File: src/rtl/assert_macros.svh
// Assertion macros shared by the converter RTL.
// Each macro expects signals named clk and rst_n in the including scope.
`ifndef ASSERT_MACROS_SVH
`define ASSERT_MACROS_SVH

// A condition that must hold at every clock edge out of reset.
`define ITP_ASSERT(label, cond, msg) \
    label: assert property (@(posedge clk) disable iff (!rst_n) (cond)) else $error(msg);

// An implication checked in the same cycle.
`define ITP_ASSERT_IMP(label, ante, cons, msg) \
    label: assert property (@(posedge clk) disable iff (!rst_n) (ante) |-> (cons)) \
        else $error(msg);

// An implication whose consequent is checked in the cycle after the antecedent.
`define ITP_ASSERT_NEXT(label, ante, cons, msg) \
    label: assert property (@(posedge clk) disable iff (!rst_n) (ante) |=> (cons)) \
        else $error(msg);

`endif

File: src/rtl/itp_pkg.sv
// Package for the infix-to-postfix converter: character codes, operator
// codes, character classes and decode functions. Depends on nothing.
`default_nettype none

package itp_pkg;

    localparam int CHAR_W = 8;

    // ASCII codes of the characters with a meaning of their own.
    localparam logic [CHAR_W-1:0] CH_OPEN  = 8'h28;
    localparam logic [CHAR_W-1:0] CH_CLOSE = 8'h29;
    localparam logic [CHAR_W-1:0] CH_MUL   = 8'h2A;
    localparam logic [CHAR_W-1:0] CH_ADD   = 8'h2B;
    localparam logic [CHAR_W-1:0] CH_SUB   = 8'h2D;
    localparam logic [CHAR_W-1:0] CH_DIV   = 8'h2F;
    localparam logic [CHAR_W-1:0] CH_SPACE = 8'h20;
    localparam logic [CHAR_W-1:0] CH_NONE  = 8'h00;

    // Operator codes as stored on the stack.
    localparam int OP_W = 3;
    typedef enum logic [OP_W-1:0] {
        OP_OPEN = 3'd0,
        OP_ADD  = 3'd1,
        OP_SUB  = 3'd2,
        OP_MUL  = 3'd3,
        OP_DIV  = 3'd4
    } op_t;

    // What an incoming character does.
    typedef enum logic [2:0] {
        CL_OPERAND,
        CL_SPACE,
        CL_OPEN,
        CL_CLOSE,
        CL_ADDSUB,
        CL_MULDIV
    } cls_t;

    function automatic cls_t classify(input logic [CHAR_W-1:0] ch);
        cls_t c;
        unique case (ch)
            CH_OPEN:        c = CL_OPEN;
            CH_CLOSE:       c = CL_CLOSE;
            CH_ADD, CH_SUB: c = CL_ADDSUB;
            CH_MUL, CH_DIV: c = CL_MULDIV;
            CH_SPACE:       c = CL_SPACE;
            default:        c = CL_OPERAND;
        endcase
        return c;
    endfunction

    // Operator code that a character pushes; only meaningful for ( + - * /.
    function automatic op_t op_of(input logic [CHAR_W-1:0] ch);
        op_t o;
        unique case (ch)
            CH_ADD:  o = OP_ADD;
            CH_SUB:  o = OP_SUB;
            CH_MUL:  o = OP_MUL;
            CH_DIV:  o = OP_DIV;
            default: o = OP_OPEN;
        endcase
        return o;
    endfunction

    // Character emitted when an operator is popped.
    function automatic logic [CHAR_W-1:0] op_char(input logic [OP_W-1:0] op);
        logic [CHAR_W-1:0] c;
        unique case (op)
            OP_OPEN: c = CH_OPEN;
            OP_ADD:  c = CH_ADD;
            OP_SUB:  c = CH_SUB;
            OP_MUL:  c = CH_MUL;
            OP_DIV:  c = CH_DIV;
            default: c = CH_NONE;
        endcase
        return c;
    endfunction

endpackage

`default_nettype wire

File: src/rtl/itp_in_if.sv
// Input channel of the converter: one infix character per item.
// Depends on itp_pkg for the character width.
`default_nettype none

interface itp_in_if;
    logic                        valid;
    logic                        ready;
    logic [itp_pkg::CHAR_W-1:0]  in_char;
    logic                        last_in;

    modport source (output valid, output in_char, output last_in, input ready);
    modport sink   (input valid, input in_char, input last_in, output ready);
endinterface

`default_nettype wire

File: src/rtl/itp_out_if.sv
// Output channel of the converter: one postfix character or end marker per item.
// Depends on itp_pkg for the character width.
`default_nettype none

interface itp_out_if;
    logic                        valid;
    logic                        ready;
    logic [itp_pkg::CHAR_W-1:0]  out_char;
    logic                        has_char;
    logic                        last_out;
    logic                        error;

    modport source (output valid, output out_char, output has_char, output last_out,
                    output error, input ready);
    modport sink   (input valid, input out_char, input has_char, input last_out,
                    input error, output ready);
endinterface

`default_nettype wire

File: src/rtl/itp_ram.sv
// Generic single-port-write, single-port-read RAM with a registered read.
// No dependencies; read data holds while no read is issued.
`default_nettype none

module itp_ram #(
    parameter int WIDTH = 3,
    parameter int DEPTH = 32
) (
    input  wire logic                     clk,
    input  wire logic                     we,
    input  wire logic [$clog2(DEPTH)-1:0] waddr,
    input  wire logic [WIDTH-1:0]         wdata,
    input  wire logic                     re,
    input  wire logic [$clog2(DEPTH)-1:0] raddr,
    output logic      [WIDTH-1:0]         rdata
);

    logic [WIDTH-1:0] mem [DEPTH];

    // Write port and registered read port.
    always_ff @(posedge clk)
    begin
        if (we)
        begin
            mem[waddr] <= wdata;
        end
        if (re)
        begin
            rdata <= mem[raddr];
        end
    end

endmodule

`default_nettype wire

File: src/rtl/infix_to_postfix_converter_unit.sv
// Top level of the shunting-yard infix-to-postfix converter.
// Depends on itp_pkg, itp_in_if, itp_out_if, itp_ram and assert_macros.svh.
//
//   channel  | direction | payload                                 | handshake
//   ---------+-----------+-----------------------------------------+------------
//   in_ch    | in        | in_char[7:0], last_in                   | valid/ready
//   out_ch   | out       | out_char[7:0], has_char, last_out, error| valid/ready
//
// An operand, a space, a '(' or anything on an empty stack is taken in S_IDLE and
// handled in S_ACT. Otherwise S_ACT issues the RAM read of the stack top and S_TEST
// tests it; every operator popped goes back through S_ACT (read) and S_TEST (test
// and emit). The final item then takes each flushed entry through S_FL and S_FLT,
// and S_DRAIN puts out the end result. A full output register stalls every emit
// that must pass it. Reset clears all control state; the stack needs none.
`default_nettype none
`include "assert_macros.svh"

module infix_to_postfix_converter_unit #(
    parameter int STACK_DEPTH = 32
) (
    input  wire logic   clk,
    input  wire logic   rst_n,
    itp_in_if.sink      in_ch,
    itp_out_if.source   out_ch
);

    localparam int AW = (STACK_DEPTH > 1) ? $clog2(STACK_DEPTH) : 1;
    localparam int CW = $clog2(STACK_DEPTH + 1);
    localparam logic [CW-1:0] DEPTH_C = CW'(STACK_DEPTH);

    typedef enum logic [2:0] {
        S_IDLE,
        S_ACT,
        S_TEST,
        S_FL,
        S_FLT,
        S_DRAIN
    } state_t;

    state_t                       state_reg,       state_next;
    logic [itp_pkg::CHAR_W-1:0]   char_reg,        char_next;
    itp_pkg::cls_t                cls_reg,         cls_next;
    itp_pkg::op_t                 op_reg,          op_next;
    logic                         last_reg,        last_next;
    logic [CW-1:0]                stack_count_reg, stack_count_next;
    logic                         error_seen_reg,  error_seen_next;
    logic                         hold_valid_reg,  hold_valid_next;
    logic [itp_pkg::CHAR_W-1:0]   hold_char_reg,   hold_char_next;
    logic                         out_valid_reg,   out_valid_next;
    logic [itp_pkg::CHAR_W-1:0]   out_char_reg,    out_char_next;
    logic                         out_has_reg,     out_has_next;
    logic                         out_last_reg,    out_last_next;
    logic                         out_error_reg,   out_error_next;

    logic                         ram_we;
    logic [AW-1:0]                ram_waddr;
    logic [itp_pkg::OP_W-1:0]     ram_wdata;
    logic                         ram_re;
    logic [AW-1:0]                ram_raddr;
    logic [itp_pkg::OP_W-1:0]     ram_rdata;

    logic [CW-1:0]                cnt_dec;
    logic                         stack_full;
    logic                         can_move;
    logic                         emit_ok;
    logic                         emit_req;
    logic [itp_pkg::CHAR_W-1:0]   emit_char;
    logic                         push_req;
    itp_pkg::op_t                 top_op;

    // Operator stack storage.
    itp_ram #(
        .WIDTH (itp_pkg::OP_W),
        .DEPTH (STACK_DEPTH)
    ) u_stack (
        .clk   (clk),
        .we    (ram_we),
        .waddr (ram_waddr),
        .wdata (ram_wdata),
        .re    (ram_re),
        .raddr (ram_raddr),
        .rdata (ram_rdata)
    );

    assign cnt_dec    = stack_count_reg - CW'(1);
    assign stack_full = (stack_count_reg == DEPTH_C);
    assign can_move   = !out_valid_reg || out_ch.ready;
    assign top_op     = itp_pkg::op_t'(ram_rdata);
    assign ram_waddr  = stack_count_reg[AW-1:0];
    assign ram_wdata  = op_reg;
    assign ram_raddr  = cnt_dec[AW-1:0];

    // Results of the final item pass through a one-entry hold so the last one
    // can be tagged; other results go straight to the output register.
    assign emit_ok = last_reg ? (!hold_valid_reg || can_move) : can_move;

    // Sequencer: decode, stack test and pop, flush, end of expression.
    always_comb
    begin
        state_next       = state_reg;
        char_next        = char_reg;
        cls_next         = cls_reg;
        op_next          = op_reg;
        last_next        = last_reg;
        stack_count_next = stack_count_reg;
        error_seen_next  = error_seen_reg;
        hold_valid_next  = hold_valid_reg;
        hold_char_next   = hold_char_reg;
        out_valid_next   = out_valid_reg && !out_ch.ready;
        out_char_next    = out_char_reg;
        out_has_next     = out_has_reg;
        out_last_next    = out_last_reg;
        out_error_next   = out_error_reg;
        ram_re           = 1'b0;
        emit_req         = 1'b0;
        emit_char        = char_reg;
        push_req         = 1'b0;

        unique case (state_reg)
            S_IDLE:
            begin
                if (in_ch.valid)
                begin
                    char_next  = in_ch.in_char;
                    cls_next   = itp_pkg::classify(in_ch.in_char);
                    op_next    = itp_pkg::op_of(in_ch.in_char);
                    last_next  = in_ch.last_in;
                    state_next = S_ACT;
                end
            end

            S_ACT:
            begin
                unique case (cls_reg)
                    itp_pkg::CL_OPERAND:
                    begin
                        if (emit_ok)
                        begin
                            emit_req   = 1'b1;
                            state_next = last_reg ? S_FL : S_IDLE;
                        end
                    end
                    itp_pkg::CL_SPACE:
                    begin
                        state_next = last_reg ? S_FL : S_IDLE;
                    end
                    itp_pkg::CL_OPEN:
                    begin
                        push_req   = 1'b1;
                        state_next = last_reg ? S_FL : S_IDLE;
                    end
                    default:
                    begin
                        // Close, add/sub and mul/div all look at the top first.
                        if (stack_count_reg != '0)
                        begin
                            ram_re     = 1'b1;
                            state_next = S_TEST;
                        end
                        else
                        begin
                            if (cls_reg == itp_pkg::CL_CLOSE)
                            begin
                                error_seen_next = 1'b1;
                            end
                            else
                            begin
                                push_req = 1'b1;
                            end
                            state_next = last_reg ? S_FL : S_IDLE;
                        end
                    end
                endcase
            end

            S_TEST:
            begin
                priority if ((cls_reg == itp_pkg::CL_MULDIV) ?
                             (top_op == itp_pkg::OP_MUL || top_op == itp_pkg::OP_DIV) :
                             (top_op != itp_pkg::OP_OPEN))
                begin
                    // Pop and emit, then look at the new top.
                    if (emit_ok)
                    begin
                        emit_req         = 1'b1;
                        emit_char        = itp_pkg::op_char(top_op);
                        stack_count_next = cnt_dec;
                        state_next       = S_ACT;
                    end
                end
                else
                begin
                    if (cls_reg == itp_pkg::CL_CLOSE)
                    begin
                        // Drop the matching open parenthesis.
                        stack_count_next = cnt_dec;
                    end
                    else
                    begin
                        push_req = 1'b1;
                    end
                    state_next = last_reg ? S_FL : S_IDLE;
                end
            end

            S_FL:
            begin
                if (stack_count_reg != '0)
                begin
                    ram_re     = 1'b1;
                    state_next = S_FLT;
                end
                else
                begin
                    state_next = S_DRAIN;
                end
            end

            S_FLT:
            begin
                if (top_op == itp_pkg::OP_OPEN)
                begin
                    stack_count_next = cnt_dec;
                    error_seen_next  = 1'b1;
                    state_next       = S_FL;
                end
                else if (emit_ok)
                begin
                    emit_req         = 1'b1;
                    emit_char        = itp_pkg::op_char(top_op);
                    stack_count_next = cnt_dec;
                    state_next       = S_FL;
                end
            end

            S_DRAIN:
            begin
                // Final result: the held character, or an empty end marker.
                if (can_move)
                begin
                    out_valid_next   = 1'b1;
                    out_char_next    = hold_valid_reg ? hold_char_reg : itp_pkg::CH_NONE;
                    out_has_next     = hold_valid_reg;
                    out_last_next    = 1'b1;
                    out_error_next   = error_seen_reg;
                    hold_valid_next  = 1'b0;
                    stack_count_next = '0;
                    error_seen_next  = 1'b0;
                    state_next       = S_IDLE;
                end
            end

            default:
            begin
                state_next = S_IDLE;
            end
        endcase

        // Push onto the stack, or flag an overflow.
        ram_we = 1'b0;
        if (push_req)
        begin
            if (stack_full)
            begin
                error_seen_next = 1'b1;
            end
            else
            begin
                ram_we           = 1'b1;
                stack_count_next = stack_count_reg + CW'(1);
            end
        end

        // Route an emitted character to the output or through the hold.
        if (emit_req)
        begin
            if (!last_reg || hold_valid_reg)
            begin
                out_valid_next = 1'b1;
                out_char_next  = last_reg ? hold_char_reg : emit_char;
                out_has_next   = 1'b1;
                out_last_next  = 1'b0;
                out_error_next = 1'b0;
            end
            if (last_reg)
            begin
                hold_valid_next = 1'b1;
                hold_char_next  = emit_char;
            end
        end
    end

    // State and registered outputs.
    always_ff @(posedge clk or negedge rst_n)
    begin
        if (!rst_n)
        begin
            state_reg       <= S_IDLE;
            char_reg        <= '0;
            cls_reg         <= itp_pkg::CL_SPACE;
            op_reg          <= itp_pkg::OP_OPEN;
            last_reg        <= 1'b0;
            stack_count_reg <= '0;
            error_seen_reg  <= 1'b0;
            hold_valid_reg  <= 1'b0;
            hold_char_reg   <= '0;
            out_valid_reg   <= 1'b0;
            out_char_reg    <= '0;
            out_has_reg     <= 1'b0;
            out_last_reg    <= 1'b0;
            out_error_reg   <= 1'b0;
        end
        else
        begin
            state_reg       <= state_next;
            char_reg        <= char_next;
            cls_reg         <= cls_next;
            op_reg          <= op_next;
            last_reg        <= last_next;
            stack_count_reg <= stack_count_next;
            error_seen_reg  <= error_seen_next;
            hold_valid_reg  <= hold_valid_next;
            hold_char_reg   <= hold_char_next;
            out_valid_reg   <= out_valid_next;
            out_char_reg    <= out_char_next;
            out_has_reg     <= out_has_next;
            out_last_reg    <= out_last_next;
            out_error_reg   <= out_error_next;
        end
    end

    // Port drive.
    assign in_ch.ready     = (state_reg == S_IDLE);
    assign out_ch.valid    = out_valid_reg;
    assign out_ch.out_char = out_char_reg;
    assign out_ch.has_char = out_has_reg;
    assign out_ch.last_out = out_last_reg;
    assign out_ch.error    = out_error_reg;

    // The stack count never passes the stack depth.
    `ITP_ASSERT(a_count_range, stack_count_reg <= DEPTH_C, "stack count above depth")
    // The stack is read only when it holds something.
    `ITP_ASSERT_IMP(a_read_nonempty, ram_re, stack_count_reg != '0, "read of empty stack")
    // The hold is only used while the final item of an expression is worked on.
    `ITP_ASSERT_IMP(a_hold_final, hold_valid_reg, last_reg && state_reg != S_IDLE,
        "hold used outside the final item")
    // Only the final result of an expression may carry the error flag.
    `ITP_ASSERT_IMP(a_error_last, out_valid_reg && out_error_reg, out_last_reg,
        "error flag on a result that is not final")
    // Closing an expression empties the stack and clears the error.
    `ITP_ASSERT_NEXT(a_end_clear, state_reg == S_DRAIN && can_move,
        stack_count_reg == '0 && !error_seen_reg && out_valid_reg && out_last_reg,
        "expression end did not clear state")

endmodule

`default_nettype wire

File: src/flat_wrapper.sv
// flat-port wrapper written by rule: the top's interface ports become plain ports
module infix_to_postfix_converter_unit_flat 
#(
    parameter int STACK_DEPTH = 32
)
  (clk, rst_n, in_ch_valid, in_ch_in_char, in_ch_last_in, in_ch_ready, out_ch_valid, out_ch_out_char, out_ch_has_char, out_ch_last_out, out_ch_error, out_ch_ready);
  itp_in_if in_ch_i ();
  itp_out_if out_ch_i ();
  input  wire logic clk;
  input  wire logic rst_n;
  input wire logic [$bits(in_ch_i.valid)-1:0] in_ch_valid;
  input wire logic [$bits(in_ch_i.in_char)-1:0] in_ch_in_char;
  input wire logic [$bits(in_ch_i.last_in)-1:0] in_ch_last_in;
  output wire logic [$bits(in_ch_i.ready)-1:0] in_ch_ready;
  output wire logic [$bits(out_ch_i.valid)-1:0] out_ch_valid;
  output wire logic [$bits(out_ch_i.out_char)-1:0] out_ch_out_char;
  output wire logic [$bits(out_ch_i.has_char)-1:0] out_ch_has_char;
  output wire logic [$bits(out_ch_i.last_out)-1:0] out_ch_last_out;
  output wire logic [$bits(out_ch_i.error)-1:0] out_ch_error;
  input wire logic [$bits(out_ch_i.ready)-1:0] out_ch_ready;
  assign in_ch_i.valid = in_ch_valid;
  assign in_ch_i.in_char = in_ch_in_char;
  assign in_ch_i.last_in = in_ch_last_in;
  assign in_ch_ready = in_ch_i.ready;
  assign out_ch_valid = out_ch_i.valid;
  assign out_ch_out_char = out_ch_i.out_char;
  assign out_ch_has_char = out_ch_i.has_char;
  assign out_ch_last_out = out_ch_i.last_out;
  assign out_ch_error = out_ch_i.error;
  assign out_ch_i.ready = out_ch_ready;
  infix_to_postfix_converter_unit #(.STACK_DEPTH(STACK_DEPTH)) u_core (.clk(clk), .rst_n(rst_n), .in_ch(in_ch_i), .out_ch(out_ch_i));
endmodule
File: config.mk
export PLATFORM = sky130hd
export DESIGN_NAME = infix_to_postfix_converter_unit_flat
export DESIGN_NICKNAME = d
export VERILOG_FILES = /design/src/rtl/itp_pkg.sv /design/src/rtl/itp_in_if.sv /design/src/rtl/itp_out_if.sv /design/src/rtl/itp_ram.sv /design/src/rtl/infix_to_postfix_converter_unit.sv /design/src/flat_wrapper.sv
export VERILOG_INCLUDE_DIRS = /design/src /design/src/rtl
export SDC_FILE = /design/constraint.sdc
export NUM_CORES = 1
export LEC_CHECK = 0
export BUFFER_PORTS_ARGS = -buffer_cell sky130_fd_sc_hd__buf_2
export CAP_MARGIN = 20
export CORE_MARGIN = 2
export CORE_UTILIZATION = 55
export DETAILED_ROUTE_END_ITERATION = 10
export GPL_TIMING_DRIVEN = 0
export PLACE_DENSITY = 0.72
export REMOVE_ABC_BUFFERS = 1
export SLEW_MARGIN = 20
export SYNTH_ARGS = -nofsm -noshare
export SYNTH_HDL_FRONTEND = slang
export SYNTH_HIERARCHICAL = 1
export SYNTH_SLANG_ARGS = --single-unit
File: constraint.sdc
create_clock -name clk -period 4.5 [get_ports clk]
set_input_delay 0.45 -clock clk [delete_from_list [all_inputs] [get_ports clk]]
set_output_delay 0.45 -clock clk [all_outputs]
set_load 0.02 [all_outputs]
# Word level (Yosys, flattened, before mapping)
# Memory sizes are Yosys's and may differ from the RTL's. A register that Yosys moved wholly into a read port is not among the register bits.
# Cells that the tools add are included.
# classes
add_sub_neg	2
eq_ne	26
n_mux	82
reduce_logical	22
# op_table
op	count
8-bit two-way mux	10
8-bit by 6-bit equality test with 1-bit output, second input constant	7
1-bit two-way mux	43
6-bit two-way mux	7
6-bit one-hot mux with 5 select lines	1
3-bit two-way mux	8
6-bit one-hot mux with 4 select lines	1
3-bit by 2-bit equality test with 1-bit output, second input constant	6
3-bit one-hot mux with 6 select lines	1
6-bit one-hot mux with 3 select lines	1
8-bit one-hot mux with 2 select lines	1
3-bit one-hot mux with 5 select lines	1
3-bit equality test, second input constant	4
3-bit one-hot mux with 4 select lines	1
3-bit by 1-bit equality test with 1-bit output, second input constant	3
3-bit logical NOT	3
2-bit OR reduction	4
6-bit by 1-bit adder with 6-bit output, second input constant	1
6-bit equality test, second input constant	1
3-bit by 2-bit != test with 1-bit output, second input constant	2
1-bit one-hot mux with 2 select lines	3
1-bit one-hot mux with 3 select lines	2
3-bit one-hot mux with 2 select lines	1
6-bit nonzero test	1
12 further kinds	19
# totals
reg_bits	46
mem_bits_rw	96
input_bits	13
out_inout_bits	13
wordCells	147
memories	1
# mem_list
memory	depth	width	read_ports	rd_clocked_by_memory_dff	wr	line_no	source
u_core.u_stack.mem	32	3	1	1	1	itp_ram.sv:18	logic [WIDTH-1:0] mem [DEPTH];

# Longest topological paths before layout
# logic_depth
ltp_word	10
ltp_mapped	9
ltp_nobuf	7

# Cells and area by module
# Netlist, hierarchy kept.
# by_module_without_submodules
mod	n_inst	cells_each	area_each_um2	seq_area_each_um2
itp_ram	1	185	3946.3	2972.9
infix_to_postfix_converter_unit	1	285	2705.1	1152.4

# Worst setup path after synthesis
# Ideal clock, no wire load.
# synth_path
kind	reg2reg
start	register u_core.stack_count_reg[0]
end	register u_core.u_stack.rdata[0], read port of u_core.u_stack.mem (data pin)
setup_ns	0.260
t_arrival_ns	2.552
required_ns	4.240
path_slack_ns	1.688
path_stages_with_launch	9
n_path_buf	2
period_less_slack_ns	2.812
cell_sequence	dfrtp_1 inv_1 ha_1 xor2_1 clkbuf_1 clkbuf_1 mux4_2 mux4_2 mux2_2
# synth_via
elab_cells_between_ends	5
classes_between	1 x add/sub; 3 x mux; 1 x reduce/logical
# synth_lines
item	line_no	source
start: declaration	infix_to_postfix_converter_unit.sv:45	logic [CW-1:0] stack_count_reg, stack_count_next;
start signal: assignment	infix_to_postfix_converter_unit.sv:320	stack_count_reg <= stack_count_next;
6-bit by 1-bit subtractor with 6-bit output	infix_to_postfix_converter_unit.sv:85	assign cnt_dec = stack_count_reg - CW'(1);
net u_core.cnt_dec[0]	infix_to_postfix_converter_unit.sv:62	logic [CW-1:0] cnt_dec;
end: declaration	itp_ram.sv:15	output logic [WIDTH-1:0] rdata
# The timed path passes the listed nets, and every way through them passes these cells.
# A chain may end at the register's enable or synchronous reset.

# Worst setup path in the final report
# layout_path
start	register u_core.stack_count_reg[0]
end	register u_core.u_stack.rdata[1], read port of u_core.u_stack.mem (data pin)
# Same word-level chain as after synthesis.

==> results.tsv <==
metric	value	unit
cp_slowest_cell	mux4_2	
first_pass_iters	7	
synthTopCellsByArea	edfxtp_1 (45%), dfrtp_1 (17%), mux4_2 (9.8%)	
io_pins	26	
htreeDepth	4	
place_area	0.00688	mm²
status	complete, no violations	
slew_viol_final	0	
post_drt_wl_per_cell	19.8	µm
use_met1	0.273	
tns	0	ps
via_per_inst	6.17	
yosysTopAreaCell	edfxtp_1	
ctsHoldBuffers	0	
max_stage_delay	530	ps
tritoncts	done	
top_register	u_core/u_stack/mem	
drt_iter0_drc	349	
cp-start-kind	register	
yosys.cell_types.count	70	
syn-mean-instance-area	14.2	µm²
finalWirelength	12900	µm
crit_top_cell	mux4_2	
path_cells	inv_2, buf_12, ha_1, xor2_4, buf_16, mux4_2, mux4_2, mux2_2	
antenna_cells	0	
grt_most_used_layer	met2	
cp.arrival	3410	ps
cts_buffer_depth	2	
gp_congestion	0.899	
fmax	0.308	GHz
synthTopCellsByCount	edfxtp_1 (99), nor2_1 (55), dfrtp_1 (45)	
vias	4027	
clock-sinks	145	
postRouteAntennaNets	0	
initial_core_util	0.558	
reg2reg_slack	1250	ps
synth_edf_count	99	
cts_setup_buffers	0	
row_count	40	
synth_seq_cells	145	
path_max_fanout	23	
synth_ff_type	edfxtp_1	
fin_skew	8.31	ps
cts_resized	0	
gr-total-overflow	0	
timing.rr.start	u_core/stack_count_reg[0]$_DFF_PN0_	
ys.warnings.count	6	
die_height	114	µm
setup_viol	0	
critPathKind	register to register	
yosys.area.top_type_share	0.447	
post-dp-hpwl	8640	µm
cts_made_buffers	17	
grt_max_degree	47	
use_met2	0.359	
syn2layout_area_growth	13.0	%
async_flop_share	0.317	
reg2reg_depth	8	
globalRouteMet3Util	0.0452	
ys_seq_area_frac	0.620	
insertion_delay	420	ps
drc_errors	0	
grt_pass1_wl	21100	µm
cp-end-kind	register	
powerDensity	668	mW/mm²
die_w	114	µm
design_area	0.00752	mm²
cap_violations	0	
grt_use_total	0.215	
peakVddDrop	0.319	mV
core	0.0119	mm²
first_global_vias	4077	
post-synth-top-count-cell	edfxtp_1	
max-slew-margin-rel	0.502	
port_buffers	25	
netlist_area	0.00665	mm²
rsz0062_at_grt	no	
min_path_type	input port to async pin	
final_nets	509	
fillers	890	
min_period_over_period	0.721	
cp_data_required_time	4660	ps
cts.root.buffer_cell	clkbuf_16	
largest_register_ffs	96	
die-area	0.0130	mm²
reg2reg_to	u_core/u_stack/rdata[1]$_DFFE_PP_	
worst-slew-pin-transition	742	ps
whs	43.5	ps
min_period	3250	ps
finalHoldViolCount	0	
synthCells	470	
drive_gt1_frac	0.241	
power_leakage	2.54	nW
antenna_found_initial	0	
cts.clk_slew.worst_paths	50	ps
[stage by stage]
step                power [mW]   util  std cells  setup slack, ps
finish                    5.02  0.631        653             1250
global route              5.28  0.631        653             1090
CTS                       5.04  0.628        651             1240
detailed placement        3.61  0.578        619             1260
global placement          3.49  0.572        617             -795
floorplan                 3.10      -        445              296
[cells by family (layout without fill, tap and decap cells)]
group | Yosys count | after routing | share of synthesized area
compound gates | 78 | 78 | 0.0856
buf+inv | 36 | 72 | 0.0284
flops | 145 | 145 | 0.620
xor+xnor | 5 | 5 | 0.00658
fa+ha+maj | 3 | 3 | 0.00564
mux | 48 | 48 | 0.131
simple gates | 155 | 155 | 0.122
[worst max path at each step]
stage	startpoint	endpoint	slack (ps)
final	u_core/stack_count_reg[0]$_DFF_PN0_	u_core/u_stack/rdata[1]$_DFFE_PP_	1250
after floorplan	u_core/stack_count_reg[0]$_DFF_PN0_	u_core/u_stack/rdata[0]$_DFFE_PP_	300
after CTS	u_core/stack_count_reg[0]$_DFF_PN0_	u_core/u_stack/rdata[0]$_DFFE_PP_	1240
after global placement	u_core/stack_count_reg[0]$_DFF_PN0_	u_core/u_stack/rdata[0]$_DFFE_PP_	-790
after detailed placement	u_core/stack_count_reg[0]$_DFF_PN0_	u_core/u_stack/rdata[0]$_DFFE_PP_	1260
after global routing	u_core/stack_count_reg[2]$_DFF_PN0_	u_core/u_stack/mem[4][1]$_DFFE_PP_	1090
[layout make-up]
class / instances / area (µm²) / share of cell area
sequential: 145 / 4130 / 0.549
multi-input combinational: 289 / 2360 / 0.313
clock buffer: 21 / 440 / 0.0586
timing repair buffer: 29 / 205 / 0.0273
tap: 147 / 184 / 0.0245
clock inverter: 11 / 163 / 0.0216
inverter: 11 / 43.8 / 0.00582
[power breakdown]
part / internal, mW / switching [mW] / total [mW] / leakage (nW)
combinational: 0.823 / 0.941 / 1.76 / 0.890
clock: 0.922 / 0.500 / 1.42 / 0.288
sequential: 1.62 / 0.215 / 1.83 / 1.36
total: 3.36 / 1.66 / 5.02 / 2.54
[placed cells by master (no fill, tap or decap), types with 8 or more instances in the layout]
cell       count
mux4_2        29
a221o_1        8
edfxtp_1      99
a21oi_1       16
nor3_1        11
mux2_2        12
inv_1          9
o21ai_0       17
dfrtp_1       44
buf_2         24
nor2_1        55
nand2_1       31
clkbuf_16     17
[critical path, delay by kind of cell (launching register included)]
family	cells	cell delay, ps
fa+ha+maj	1	310
flops	1	510
xor+xnor	1	350
mux	3	1150
buf+inv	3	660
[routing by layer]
layer  part of all wire  vias to the layer above  routed length, µm
li1                   -                     1868                  -
met1               0.42                     2023               5370
met2               0.52                      110               6660
met3              0.045                       26                584
met4              0.024                        0                315
met5                  0                        -                  0
No activity file was read; power rests on OpenSTA's default activity.
